`config.mk`:
```
export PLATFORM = sky130hd
export DESIGN_NAME = dkhf_cfg
export DESIGN_NICKNAME = d
export VERILOG_FILES = /design/src/design/dkhf_pkg.sv /design/src/design/dkhf_cfg.sv
export SDC_FILE = /design/constraint.sdc
export NUM_CORES = 1
export LEC_CHECK = 0
export ABC_AREA = 1
export BUFFER_PORTS_ARGS = -buffer_cell sky130_fd_sc_hd__buf_2
export CAP_MARGIN = 20
export CORE_MARGIN = 2
export CORE_UTILIZATION = 30
export DETAILED_ROUTE_END_ITERATION = 6
export GPL_TIMING_DRIVEN = 0
export PLACE_DENSITY_LB_ADDON = 0.12
export SYNTH_ARGS = -nofsm -noshare
export SYNTH_HDL_FRONTEND = slang
export SYNTH_SLANG_ARGS = --single-unit
export TNS_END_PERCENT = 30
```
`constraint.sdc`:
```
create_clock -name clk -period 1.5 [get_ports clk]
set_input_delay 0.075 -clock clk [delete_from_list [all_inputs] [get_ports clk]]
set_output_delay 0.075 -clock clk [all_outputs]
set_load 0.01 [all_outputs]
```
`src/design/dkhf_pkg.sv`:
```
// ----------------------------------------------------------------------------
// dkhf_pkg
// shared types and constants of the duplicate key hash filter
// ----------------------------------------------------------------------------
package dkhf_pkg;

	localparam int MAX_BUCKETS = 65536;
	localparam int WAYS        = 8;
	localparam int WAY_W       = $clog2(WAYS);
	localparam int IDX_W       = $clog2(MAX_BUCKETS);
	localparam int BC_W        = IDX_W + 1;
	localparam int HASH_W      = 32;
	localparam int FP_W        = 64;
	localparam int PROD_W      = HASH_W + BC_W;
	localparam int ADDR_W      = 4;
	localparam int DATA_W      = 32;

	localparam logic [HASH_W-1:0] HASH_MUL_EVEN = 32'h5a827999;
	localparam logic [HASH_W-1:0] HASH_MUL_ODD  = 32'h6ed9eba1;
	localparam logic [7:0]        LONG_MARK     = 8'h80;

	localparam logic [BC_W-1:0] BC_MAX = BC_W'(MAX_BUCKETS);

	// register indexes, taken from paddr[3:2]
	localparam logic [1:0] REG_BUCKET_COUNT  = 2'd0;
	localparam logic [1:0] REG_LOCK_HALF     = 2'd1;
	localparam logic [1:0] REG_UPDATE_ENABLE = 2'd2;

	typedef logic [WAYS-1:0][FP_W-1:0] row_t;

	typedef struct packed {
		logic [BC_W-1:0] bucket_count;
		logic            lock_half;
		logic            update_enable;
	} cfg_t;

	// controller to datapath
	typedef struct packed {
		logic             take_byte;
		logic             calc_idx;
		logic             rd;
		logic             upd;
		logic             clr_wr;
		logic [IDX_W-1:0] clr_addr;
	} cmd_t;

endpackage

```
`src/design/dkhf_cfg.sv`:
```
// ----------------------------------------------------------------------------
// dkhf_cfg
// apb register bank: bucket count, lock half, update enable
// ----------------------------------------------------------------------------
module dkhf_cfg (
	input  logic                          clk,
	input  logic                          arst_n,
	input  logic                          psel,
	input  logic                          penable,
	input  logic                          pwrite,
	input  logic [dkhf_pkg::ADDR_W-1:0]   paddr,
	input  logic [dkhf_pkg::DATA_W-1:0]   pwdata,
	output logic [dkhf_pkg::DATA_W-1:0]   prdata,
	output logic                          pready,
	output dkhf_pkg::cfg_t                cfg
);
	import dkhf_pkg::*;

	cfg_t            cfg_q;
	logic            wr;
	logic [BC_W-1:0] bc_wr;

	assign pready = 1'b1;
	assign wr     = psel & penable & pwrite;
	// saturate bucket count above the maximum
	assign bc_wr  = (pwdata[BC_W-1:0] > BC_MAX) ? BC_MAX : pwdata[BC_W-1:0];

	always_ff @(posedge clk or negedge arst_n) begin
		if (!arst_n) begin
			cfg_q.bucket_count  <= BC_MAX;
			cfg_q.lock_half     <= 1'b1;
			cfg_q.update_enable <= 1'b1;
		end else if (wr) begin
			unique case (paddr[3:2])
				REG_BUCKET_COUNT:  cfg_q.bucket_count  <= bc_wr;
				REG_LOCK_HALF:     cfg_q.lock_half     <= pwdata[0];
				REG_UPDATE_ENABLE: cfg_q.update_enable <= pwdata[0];
				default: ;
			endcase
		end
	end

	always_comb begin
		unique case (paddr[3:2])
			REG_BUCKET_COUNT:  prdata = DATA_W'(cfg_q.bucket_count);
			REG_LOCK_HALF:     prdata = DATA_W'(cfg_q.lock_half);
			REG_UPDATE_ENABLE: prdata = DATA_W'(cfg_q.update_enable);
			default:           prdata = '0;
		endcase
	end

	assign cfg = cfg_q;
endmodule

```
==> impl_metrics.env <==
export IMPL_cp_slowest_cell="dfstp_2"
export IMPL_nNetsFinal=308
export IMPL_grtUsageTotal=0.1336
export IMPL_antenna_found_initial=0
export IMPL_start_util=0.3128
export IMPL_post_synth_top_area_cell="dfrtp_1"
export IMPL_design_area_um2=1718
export IMPL_peakVddDrop_mv=0.3183
export IMPL_synth_enable_flop_cells=0
export IMPL_p_seq_frac=0.463
export IMPL_ys_ff_latch=19
export IMPL_synth_area_top_cells="dfrtp_1, nand2_1, nor2_1"
export IMPL_crit_family="flip-flops"
export IMPL_power_frac_comb=0.296
export IMPL_slew_viol_final=0
export IMPL_critical_path_arrival_ns=1.07
export IMPL_wl_per_cell_um=9.225
export IMPL_cts_tree="yes"
export IMPL_fillerInstances=451
export IMPL_worst_setup_path_end_kind="output port"
export IMPL_clock_path_buffers=2
export IMPL_dr_pass1_iters=4
export IMPL_coreArea_um2=4000
export IMPL_ys_top_cells_by_count="nand2_1, nor2_1, inv_1, buf_4, dfrtp_1"
export IMPL_cap_violations=0
export IMPL_ant_nets=0
export IMPL_rsz0062_at_grt="false"
export IMPL_outcome="completed"
export IMPL_cts_resized_gates=0
export IMPL_fp_dieW_um=68.58
export IMPL_drt_total_wl_um=2915
export IMPL_path_buf_inv=2
export IMPL_cts_made_buffers=3
export IMPL_netlist_area_um2=1251
export IMPL_cts_htree_levels=1
export IMPL_regArea_um2=479.2
export IMPL_layout_drive_gt1_share=0.3609
export IMPL_dpl_cell_area_um2=1662
export IMPL_path_cells="inv_1, nor2_1, buf_2"
export IMPL_synth_warnings=0
export IMPL_row_count=23
export IMPL_drt_iter0_drc=55
export IMPL_path_max_fanout=2
export IMPL_drc=0
export IMPL_start_kind="register"
export IMPL_cts_sinks=19
export IMPL_die_area_um2=4703
export IMPL_p_int_mw=0.9813
export IMPL_cp_required_ns=1.42
export IMPL_yosysSeqAreaShare=0.3830
export IMPL_grt_pass1_vias=1029
export IMPL_syn_avg_cell_area_um2=6.655
export IMPL_swShare=0.3188
export IMPL_multi_input_area_um2=529.3
export IMPL_clock_power_share=0.241
export IMPL_skew_ns=0
export IMPL_total_power_mw=1.441
export IMPL_clk_pin_slew_worst_paths_ns=0.07
export IMPL_synth_distinct_cells=17
export IMPL_worstHoldPathType="in2reg"
export IMPL_place_inst=311
export IMPL_cts_hold_buf=1
export IMPL_gp_congestion=0.7184
export IMPL_post_synth_top_count_cell="nand2_1"
export IMPL_setup_violations=0
export IMPL_clk_latency_ns=0.25
export IMPL_max_stage_delay_ns=0.53
export IMPL_area_growth_pct=37.30
export IMPL_final_cells=316
export IMPL_switchingPower_mw=0.4593
export IMPL_synth_top_cell_area_share=0.3200
export IMPL_timing_setup_tns_ns=0
export IMPL_io_pins=93
export IMPL_syn_instance_count=188
export IMPL_finalCritPeriodShare=0.7603
export IMPL_ys_async_sr_fraction=1.000
export IMPL_grt_overflow=0
export IMPL_fmax_ghz=0.8769
export IMPL_grt_first_pass_wirelength_um=4567
export IMPL_finalCriticalPeriod_ns=1.140
export IMPL_criticalPathCategory="reg2out"
export IMPL_place_hpwl_um=2279
export IMPL_largest_reg_flops=19
export IMPL_via_per_inst=3.785
export IMPL_holdWs_ns=0.09426
export IMPL_num_antenna_cells=0
export IMPL_p_per_area_nw_per_um2=838.6
export IMPL_p_leak_nw=1.098
export IMPL_vias=1196
export IMPL_port_buffers=59
export IMPL_hold_violations=0
export IMPL_die_h_um=68.58
export IMPL_cts_root_buf="clkbuf_8"
export IMPL_synth_top_flop_cell="dfrtp_1"
export IMPL_post_cts_buffers=0
export IMPL_grt_max_degree=20
## layer usage
layer	part of all wire	global-route usage	routed length [um]	up-vias
met1	0.45	0.1633	1317	497
met5	0	0	0	-
met3	0.066	0.02435	193	2
met2	0.47	0.2308	1383	37
met4	0.0072	0.05250	21	0
li1	-	-	-	660
## through the flow
stage	util	setup slack, ns
detailed placement	0.4154	0.3999
global route	0.4295	0.2621
CTS	0.4295	0.3243
floorplan	-	0.6653
global placement	0.4154	0.3903
finish	0.4295	0.3596
## final timing paths
check,from,to,slack [ns],depth (start not counted)
min reg2reg,cfg[18],cfg[18],0.50,2
max in group asynchronous,arst_n,cfg[18],0.88,2
min in group asynchronous,arst_n,cfg[5],0.29,2
max reg2reg,cfg[18],cfg[18],0.74,2
min,pwdata[16],cfg[18],0.09,3
max,cfg[18],prdata[16],0.36,3
## placed cells by master (no fill, tap or decap)
cell / instances
nor2_2: 5
nor2_1: 38
nand2_4: 2
o21ai_0: 2
clkinv_2: 1
buf_2: 61
conb_1: 16
nand3_1: 5
buf_6: 1
dfstp_2: 3
clkbuf_8: 3
inv_1: 35
buf_8: 1
dlygate4sd3_1: 1
a21oi_1: 1
dfrtp_1: 16
buf_4: 17
nand2_1: 56
nor2_4: 1
and3_4: 1
## kinds of logic (layout without fill, tap and decap cells)
kind of cell	count (synthesis)	in the layout	synth area share
other cells	2	16	0.006002
compound gates	3	3	0.01200
flops	19	19	0.3830
simple gates	108	108	0.3630
buf+inv	56	120	0.2360
## area by class of cell
type,count,share of cell area
multi-input combinational,127,0.3081
sequential,19,0.2790
timing repair buffer,60,0.1777
buffer,21,0.09541
inverter,35,0.07647
tap,50,0.03642
clock buffer,3,0.02403
clock inverter,1,0.002913
## tightest hold or removal path, cell delays in order
cell     delay, ns
buf_2         0.12
nor2_1        0.10
a21oi_1       0.05
## power groups by stage
stage          registers [mW]  clock network, mW  logic [mW]
4_1_cts                 0.669              0.372       0.434
6_report                0.667              0.347       0.426
3_3_place_gp            0.676                  0       0.426
5_1_grt                 0.685              0.390       0.495
2_1_floorplan           0.711                  0       0.208
3_5_place_dp            0.678                  0       0.430
No activity file was read; power rests on OpenSTA's default activity.
