<file path="src/design/dkhf_pkg.sv">
// ----------------------------------------------------------------------------
// dkhf_pkg
// shared types and constants of the duplicate key hash filter
// ----------------------------------------------------------------------------
package dkhf_pkg;

	localparam int MAX_BUCKETS = 65536;
	localparam int WAYS        = 8;
	localparam int WAY_W       = $clog2(WAYS);
	localparam int IDX_W       = $clog2(MAX_BUCKETS);
	localparam int BC_W        = IDX_W + 1;
	localparam int HASH_W      = 32;
	localparam int FP_W        = 64;
	localparam int PROD_W      = HASH_W + BC_W;
	localparam int ADDR_W      = 4;
	localparam int DATA_W      = 32;

	localparam logic [HASH_W-1:0] HASH_MUL_EVEN = 32'h5a827999;
	localparam logic [HASH_W-1:0] HASH_MUL_ODD  = 32'h6ed9eba1;
	localparam logic [7:0]        LONG_MARK     = 8'h80;

	localparam logic [BC_W-1:0] BC_MAX = BC_W'(MAX_BUCKETS);

	// register indexes, taken from paddr[3:2]
	localparam logic [1:0] REG_BUCKET_COUNT  = 2'd0;
	localparam logic [1:0] REG_LOCK_HALF     = 2'd1;
	localparam logic [1:0] REG_UPDATE_ENABLE = 2'd2;

	typedef logic [WAYS-1:0][FP_W-1:0] row_t;

	typedef struct packed {
		logic [BC_W-1:0] bucket_count;
		logic            lock_half;
		logic            update_enable;
	} cfg_t;

	// controller to datapath
	typedef struct packed {
		logic             take_byte;
		logic             calc_idx;
		logic             rd;
		logic             upd;
		logic             clr_wr;
		logic [IDX_W-1:0] clr_addr;
	} cmd_t;

endpackage

</file>
<file path="src/design/dkhf_ctrl.sv">
// ----------------------------------------------------------------------------
// dkhf_ctrl
// sequencer: store clearing, byte intake, index, bucket read, update
// ----------------------------------------------------------------------------
module dkhf_ctrl (
	input  logic           clk,
	input  logic           arst_n,
	input  logic           in_valid,
	input  logic           in_last,
	output logic           in_ready,
	input  logic           out_ready,
	output logic           out_valid,
	output dkhf_pkg::cmd_t cmd
);
	import dkhf_pkg::*;

	typedef enum logic [4:0] {
		S_CLEAR = 5'b00001,
		S_IDLE  = 5'b00010,
		S_IDX   = 5'b00100,
		S_READ  = 5'b01000,
		S_UPD   = 5'b10000
	} state_t;

	state_t           state_q, state_n;
	logic [IDX_W-1:0] clr_q;
	logic             out_valid_q;
	logic             out_free;

	assign out_free = ~out_valid_q | out_ready;
	assign in_ready = (state_q == S_IDLE);

	always_comb begin
		state_n          = state_q;
		cmd.take_byte    = 1'b0;
		cmd.calc_idx     = 1'b0;
		cmd.rd           = 1'b0;
		cmd.upd          = 1'b0;
		cmd.clr_wr       = 1'b0;
		cmd.clr_addr     = clr_q;
		unique case (state_q)
			S_CLEAR: begin
				cmd.clr_wr = 1'b1;
				if (clr_q == '1) state_n = S_IDLE;
			end
			S_IDLE: begin
				if (in_valid) begin
					cmd.take_byte = 1'b1;
					if (in_last) state_n = S_IDX;
				end
			end
			S_IDX: begin
				cmd.calc_idx = 1'b1;
				state_n      = S_READ;
			end
			S_READ: begin
				cmd.rd  = 1'b1;
				state_n = S_UPD;
			end
			S_UPD: begin
				if (out_free) begin
					cmd.upd = 1'b1;
					state_n = S_IDLE;
				end
			end
			default: state_n = S_CLEAR;
		endcase
	end

	always_ff @(posedge clk or negedge arst_n) begin
		if (!arst_n) begin
			state_q     <= S_CLEAR;
			clr_q       <= '0;
			out_valid_q <= 1'b0;
		end else begin
			state_q <= state_n;
			if (state_q == S_CLEAR) clr_q <= clr_q + 1'b1;
			if (cmd.upd) out_valid_q <= 1'b1;
			else if (out_ready) out_valid_q <= 1'b0;
		end
	end

	assign out_valid = out_valid_q;
endmodule

</file>
<file path="config.mk">
export PLATFORM = sky130hd
export DESIGN_NAME = dkhf_ctrl
export DESIGN_NICKNAME = d
export VERILOG_FILES = /design/src/design/dkhf_pkg.sv /design/src/design/dkhf_ctrl.sv
export SDC_FILE = /design/constraint.sdc
export NUM_CORES = 1
export LEC_CHECK = 0
export CORE_ASPECT_RATIO = 0.9
export CORE_MARGIN = 10
export CORE_UTILIZATION = 55
export DETAILED_ROUTE_END_ITERATION = 16
export DONT_BUFFER_PORTS = 1
export GPL_TIMING_DRIVEN = 0
export HOLD_SLACK_MARGIN = 0.06
export PLACE_DENSITY_LB_ADDON = 0.1
export SLEW_MARGIN = 5
export SYNTH_ARGS = -nofsm -noshare
export SYNTH_HDL_FRONTEND = slang
export SYNTH_SLANG_ARGS = --single-unit
</file>
<file path="constraint.sdc">
create_clock -name clk -period 2.5 [get_ports clk]
set_input_delay 0.25 -clock clk [delete_from_list [all_inputs] [get_ports clk]]
set_output_delay 0.25 -clock clk [all_outputs]
set_load 0.01 [all_outputs]
</file>
==> reports/results.ini, run 1 <==
[grt]
grt_pass1_wl_mm = 3.33
antenna_found_initial = 0
grt_pass1_vias = 703
grt_overflow = 0
grt_usage_pct = 10.7
grt_max_degree = 23

[routing]
wl_per_cell_um = 15.2
vias = 728
wl_mm = 2.03
viasPerCell = 5.47
drtPass1Iterations = 4
dr_wl_met3_um = 271
dr.max_layer_used = met4
wl_met1_um = 867
drt-initial-drc-count = 30
drcViolationCount = 0
antenna_left = 0
met2_wirelength_um = 871

[yosys]
synthMuxAreaShare_pct = 0.925
yosysSeqAreaShare_pct = 51.0
synth_top_family_by_area = simple AND/OR/NAND/NOR gates
synthCells = 103
synthAdderAreaFrac_pct = 1.16
synthXorXnorAreaFrac_pct = 12.9
synth_cell_types = 32
yosysMostFrequentCell = dfrtp_1
synth-edff-count = 0
yosys_warnings = 0
yosys.area.top_type = dfrtp_1
synth_fp_nets = 109
syn_area_mm2 = 0.00108
ys_ff_latch = 22
synth.area.top_cells = dfrtp_1, xnor2_1, xor2_1
synth_top_area_share_pct = 48.6
synthSimpleGateAreaFrac_pct = 25.3
synth.avg_cell_area_um2 = 10.5
ys_top_cells_by_count = dfrtp_1, nand2_1, nand3_1, xnor2_1, xor2_1
synth-main-ff-cell = dfrtp_1
async_flop_share_pct = 100
synth_compound_area_share_pct = 5.20

[run]
cap_violations = 0

[sta]
tightest_slew_ns = 0.958
final-setup-viol-count = 0
final.setup.tns_ns = 0
rsz0062_at_grt = no
relSlewSlack_pct = 35.9
final_max_slew_viol_count = 0
finalCriticalPeriod_ns = 2.19
finalCritPeriodShare_pct = 87.8
fmax_mhz = 456
hold_violations = 0
finalClockSkew_ns = 0.00866

[die]
rows = 15
start_util_pct = 57.1
io_pins = 28
die_h_um = 62.1
core_mm2 = 0.00190
die_area_mm2 = 0.00414
fp.dieW_um = 66.8

[placement]
place_congestion = 0.712
dp_hpwl_mm = 1.57
portBuffers = 0

[power]
powerDensity_mw_per_mm2 = 461
power.leakage_nw = 0.532
peakVddDrop_v = 0.000426

[clock_network]
cts_resized = 0
clock-sinks = 22
clk_pin_slew_ns = 0.12
clockRootBuffer = clkbuf_4
clock_latency_ns = 0.31
ctsHtreeMaxLevel = 1
cts_tree = built
clockBufferDepth = 2
numCtsBuffers = 3

[layout]
nets = 115
regArea_um2 = 552
area_growth_pct = 6.24
layout-drive-gt1-share_pct = 10.2
antenna_cells = 0
utilization_pct = 60.7
fillCellCount = 175
multi_input_area_um2 = 493

[min_path]
hold_path_class = in2reg
whs_path_depth = 1
whs_endpoint = state_q[2]$_DFFE_PN0P_
min_from = in_last

[worst_setup_path]
max_stage_delay_ns = 0.40
crit_chain = clkbuf_1 > nor3_1 > nand2_1 > or2_2 > inv_1 > and2_1
r2r_cells = 6
r2r_end = clr_q[6]$_DFFE_PN0N_
critPathRequiredTime_ns = 2.25
startpoint_type = flop
cp-end-kind = output port
worstPathArrival_ns = 1.94
critPathSlowestCell = dfrtp_1
crit_fanout = 10
r2r_setup_slack_ns = 0.70
r2r_start = state_q[4]$_DFFE_PN0P_
critPathKind = reg2out

[run_status]
outcome = finished clean

[through the flow]
step / total power [W] / hold WS, ns / instances / cell area (µm²) / setup slack, ns
floorplan: 0.000363 / -0.0456 / 103 / 1080 / 0.833
global placement: 0.000364 / -0.0449 / 128 / 1110 / 0.655
detailed placement: 0.000364 / -0.0449 / 128 / 1110 / 0.636
CTS: 0.000537 / 0.0751 / 133 / 1150 / 0.287
global route: 0.000551 / 0.0722 / 133 / 1150 / 0.138
finish: 0.000530 / 0.0843 / 133 / 1150 / 0.306
[worst max-delay path, delay by kind of cell, from the launching register on]
family | cells | cell delay (ns)
AND/OR/NAND/NOR | 4 | 0.90
buffers and inverters | 2 | 0.35
flip-flops | 1 | 0.40
[registers in the layout (all words and copies together) (netlist names)]
register   cells
clr_q         16
out_valid      1
state_q        5
[how the worst max path moves through the flow]
stage                      startpoint       to  slack, ns  cells after the start
3_3_place_gp   state_q[4]$_DFFE_PN0P_  cmd[20]       0.66                      6
6_report       state_q[4]$_DFFE_PN0P_  cmd[20]       0.31                      6
3_5_place_dp   state_q[4]$_DFFE_PN0P_  cmd[20]       0.64                      6
4_1_cts        state_q[4]$_DFFE_PN0P_  cmd[20]       0.29                      6
5_1_grt        state_q[4]$_DFFE_PN0P_  cmd[20]       0.14                      6
2_1_floorplan  state_q[4]$_DFFE_PN0P_  cmd[20]       0.83                      6
[timing repair]
action                    4_1_cts  5_1_grt
hold endpoints to repair       22        0
setup buffers                   0        0
hold buffers                    1        0
[metal layers]
layer | track usage [%] | up-vias
li1 | - | 368
met3 | 6.63 | 2
met2 | 15.3 | 27
met1 | 13.1 | 331
met4 | 2.69 | 0
met5 | 0 | -
[cell usage in the layout (no fill, tap or decap), types with 2 or more instances in the layout]
cell,count
clkbuf_4,3
o21ai_0,2
nand3_1,8
or2_2,2
nor4b_1,3
nor3_1,4
inv_1,4
clkbuf_1,2
dfrtp_1,21
nand2_1,10
nor2_1,7
and3_1,4
nor2b_1,2
xor2_1,8
nand4_1,2
xnor2_1,8
[final cells by class]
type                       count  share of cell area, %
sequential                    22                   48.0
timing repair buffer           1                  0.871
inverter                       4                   1.31
buffer                         3                   1.96
multi-input combinational     74                   42.9
clock buffer                   4                   2.29
tap                           25                   2.72
[power by group]
group | total, W | leakage (nW) | switching, W | internal [W]
registers | 0.000356 | 0.294 | 0.0000000000000000000922 | 0.000356
logic | 0.00000833 | 0.223 | 0.00000670 | 0.00000163
clock network | 0.000166 | 0.0150 | 0.000103 | 0.0000623
[cell families (layout without fill, tap and decap cells)]
kind of cell,after synthesis,in the layout
DFF,22,22
buffers and inverters,7,12
and+or+nand+nor,48,48
muxes,1,1
xor gates and xnor gates,16,16
AOI/OAI and AO/OA,8,8
adders and majority gates,1,1
No activity file was read; power rests on OpenSTA's default activity.
==> run 2, diff against run 1 <==
- CORE_MARGIN: 10 -> not set
- CORE_UTILIZATION: 55 -> 56
==> run 2 against run 1 <==
Core utilization is 5.6 points higher. Register-to-register slack better by 0.02 ns. Clock power is 3% lower. Sequential share of layout area is 0.052 points higher. Non-clock buffer count stayed put. Combinational power is 2% higher. Routed wire length is 13% lower. Maximum frequency is 2.4% higher. Final cell count is 0.75% lower.
==> reports/results.ini, run 2 (synthesis results as in run 1) <==
[run_status]
outcome = finished clean

[layout]
final_common_cell = dfrtp_1
largest_reg_flops = 16  ; unchanged
area_growth_pct = 6.13
nets = 115  ; unchanged
top_register = clr_q
layout_common_cells = dfrtp_1, nand2_1, nand3_1, xor2_1, xnor2_1
layout-drive-gt1-share_pct = 10.2  ; unchanged
fin_cells = 132  ; -0.75%
antenna_cells = 0  ; unchanged

[die]
fp.dieW_um = 48.3  ; -28%
die_h_um = 43.7  ; -30%
core_mm2 = 0.00173  ; -8.5%
start_util_pct = 62.4  ; +5.3 points
rows = 14  ; -1
io_pins = 28  ; unchanged
die_area_mm2 = 0.00211  ; -49%

[worst_setup_path]
cp-end-kind = output port
r2r_start = state_q[2]$_DFFE_PN0P_
r2r_setup_slack_ns = 0.72  ; +0.02 ns
critPathKind = reg2out
r2r_end = clr_q[13]$_DFFE_PN0N_
worstPathArrival_ns = 1.89  ; -0.05 ns
startpoint_type = flop
crit_fanout = 10  ; unchanged
r2r_cells = 5  ; -1
worstSetupEndpoint = cmd[20]
timing.critical_path.from = state_q[4]$_DFFE_PN0P_
critPathRequiredTime_ns = 2.25  ; about the same

[min_path]
hold_path_class = in2reg

[clock_network]
clockRootBuffer = clkbuf_4
cts_setup_buffers = 0  ; unchanged
clockBufferDepth = 2  ; unchanged
numCtsBuffers = 3  ; unchanged
cts_resized = 0  ; unchanged
clk_pin_slew_ns = 0.12  ; about the same
clock-sinks = 22  ; unchanged
clock_latency_ns = 0.30  ; about the same
cts_hold_buf = 1  ; unchanged
ctsHtreeMaxLevel = 1  ; unchanged
cts_tree = built

[routing]
viasPerCell = 5.58  ; +2.0%
vias = 737  ; +1.2%
drcViolationCount = 0  ; unchanged
wl_per_cell_um = 13.4  ; -12%
drt-initial-drc-count = 8  ; -73%
drtPass1Iterations = 4  ; unchanged
wl_mm = 1.77  ; -13%
wl_met1_um = 879  ; +1.4%
met2_wirelength_um = 740  ; -15%
dr.max_layer_used = met4
antenna_left = 0  ; unchanged
dr_wl_met3_um = 126  ; -54%

[sta]
finalCritPeriodShare_pct = 85.7  ; -2.1 points
final.setup.tns_ns = 0  ; unchanged
fmax_mhz = 467  ; +2.4%
timing.final.ws_setup_ns = 0.357  ; +0.0514 ns
finalCriticalPeriod_ns = 2.14  ; -0.0514 ns
hold_violations = 0  ; unchanged
relSlewSlack_pct = 34.4  ; -1.6 points
tightest_slew_ns = 0.981  ; +0.0233 ns
final-setup-viol-count = 0  ; unchanged
finalClockSkew_ns = 0.0121  ; +0.00344 ns
rsz0062_at_grt = no
final_max_slew_viol_count = 0  ; unchanged

[placement]
dp_hpwl_mm = 1.32  ; -16%
portBuffers = 0  ; unchanged
dp.cells = 127  ; -0.78%
place_ws_ns = 0.679  ; +0.0429 ns
place_congestion = 0.764  ; +7.2%

[power]
fin_total_pwr_w = 0.000526  ; -0.76%
clkPwrFrac_pct = 30.7  ; -0.6 points
switching_power_w = 0.000106  ; -3.6%
seq_power_share_pct = 67.7  ; +0.5 points
peakVddDrop_v = 0.000377  ; -12%
powerDensity_mw_per_mm2 = 458  ; -0.66%
p_int_w = 0.000420  ; about the same
pwr-share-comb_pct = 1.6  ; about the same
power.leakage_nw = 0.532  ; unchanged
swShare_pct = 20.2  ; -0.59 points

[run]
cap_violations = 0  ; unchanged

[grt]
grt_pass1_vias = 663  ; -5.7%
antenna_found_initial = 0  ; unchanged
grt_overflow = 0  ; unchanged
grt_pass1_wl_mm = 3.05  ; -8.5%
grt_max_degree = 23  ; unchanged
grt_usage_pct = 19.7  ; +9.0 points

run 2: stage by stage:
step / utilization [%] / cell area [µm²] / hold WS [ns]
after floorplan: - / 1080 / -0.0456
after global placement: 64.1 / 1110 / -0.0452
after detailed placement: 64.1 / 1110 / -0.0452
after CTS: 66.2 / 1150 / 0.0742
after global routing: 66.2 / 1150 / 0.0611
final: 66.2 / 1150 / 0.0862
run 2: layer usage:
layer  vias up  global-route usage [%]
li1        366                       -
met1       344                    24.3
met2        22                    30.1
met3         5                    9.12
met4         0                    8.82
met5         -                       0
run 2: power groups by stage:
| stage | Clock, W | Sequential (W) | Combinational (W) |
|---|---|---|---|
| 6_report | 0.000161 | 0.000356 | 0.00000846 |
| 3_3_place_gp | 0 | 0.000363 | 0.000000801 |
| 4_1_cts | 0.000171 | 0.000356 | 0.00000901 |
| 2_1_floorplan | 0 | 0.000363 | 0.000000745 |
| 5_1_grt | 0.000181 | 0.000356 | 0.0000103 |
| 3_5_place_dp | 0 | 0.000363 | 0.000000797 |
run 2: area by class of cell:
cell class / instances / area, µm²
Fill cell: 135 / 586
Tap cell: 24 / 30.0
Buffer: 3 / 22.5
Multi-Input combinational cell: 74 / 493
Timing Repair Buffer: 1 / 10.0
Clock buffer: 4 / 26.3
Inverter: 4 / 15.0
Sequential cell: 22 / 552
run 2: critical path, stage by stage (launching register included):
cell      delay, ns
dfrtp_1        0.40
clkbuf_1       0.21
nor3_1         0.30
nand2_1        0.08
or2_2          0.29
inv_1          0.13
and2_1         0.19
run 2: how the worst min path moves through the flow:
stage / from / endpoint / slack, ns / depth (start not counted)
3_3_place_gp: arst_n / clr_q[7]$_DFFE_PN0N_ / -0.05 / 0
4_1_cts: in_last / state_q[2]$_DFFE_PN0P_ / 0.07 / 1
6_report: in_last / state_q[2]$_DFFE_PN0P_ / 0.09 / 1
3_5_place_dp: arst_n / clr_q[7]$_DFFE_PN0N_ / -0.05 / 0
5_1_grt: in_last / state_q[2]$_DFFE_PN0P_ / 0.06 / 1
2_1_floorplan: arst_n / clr_q[0]$_DFFE_PN0N_ / -0.05 / 0
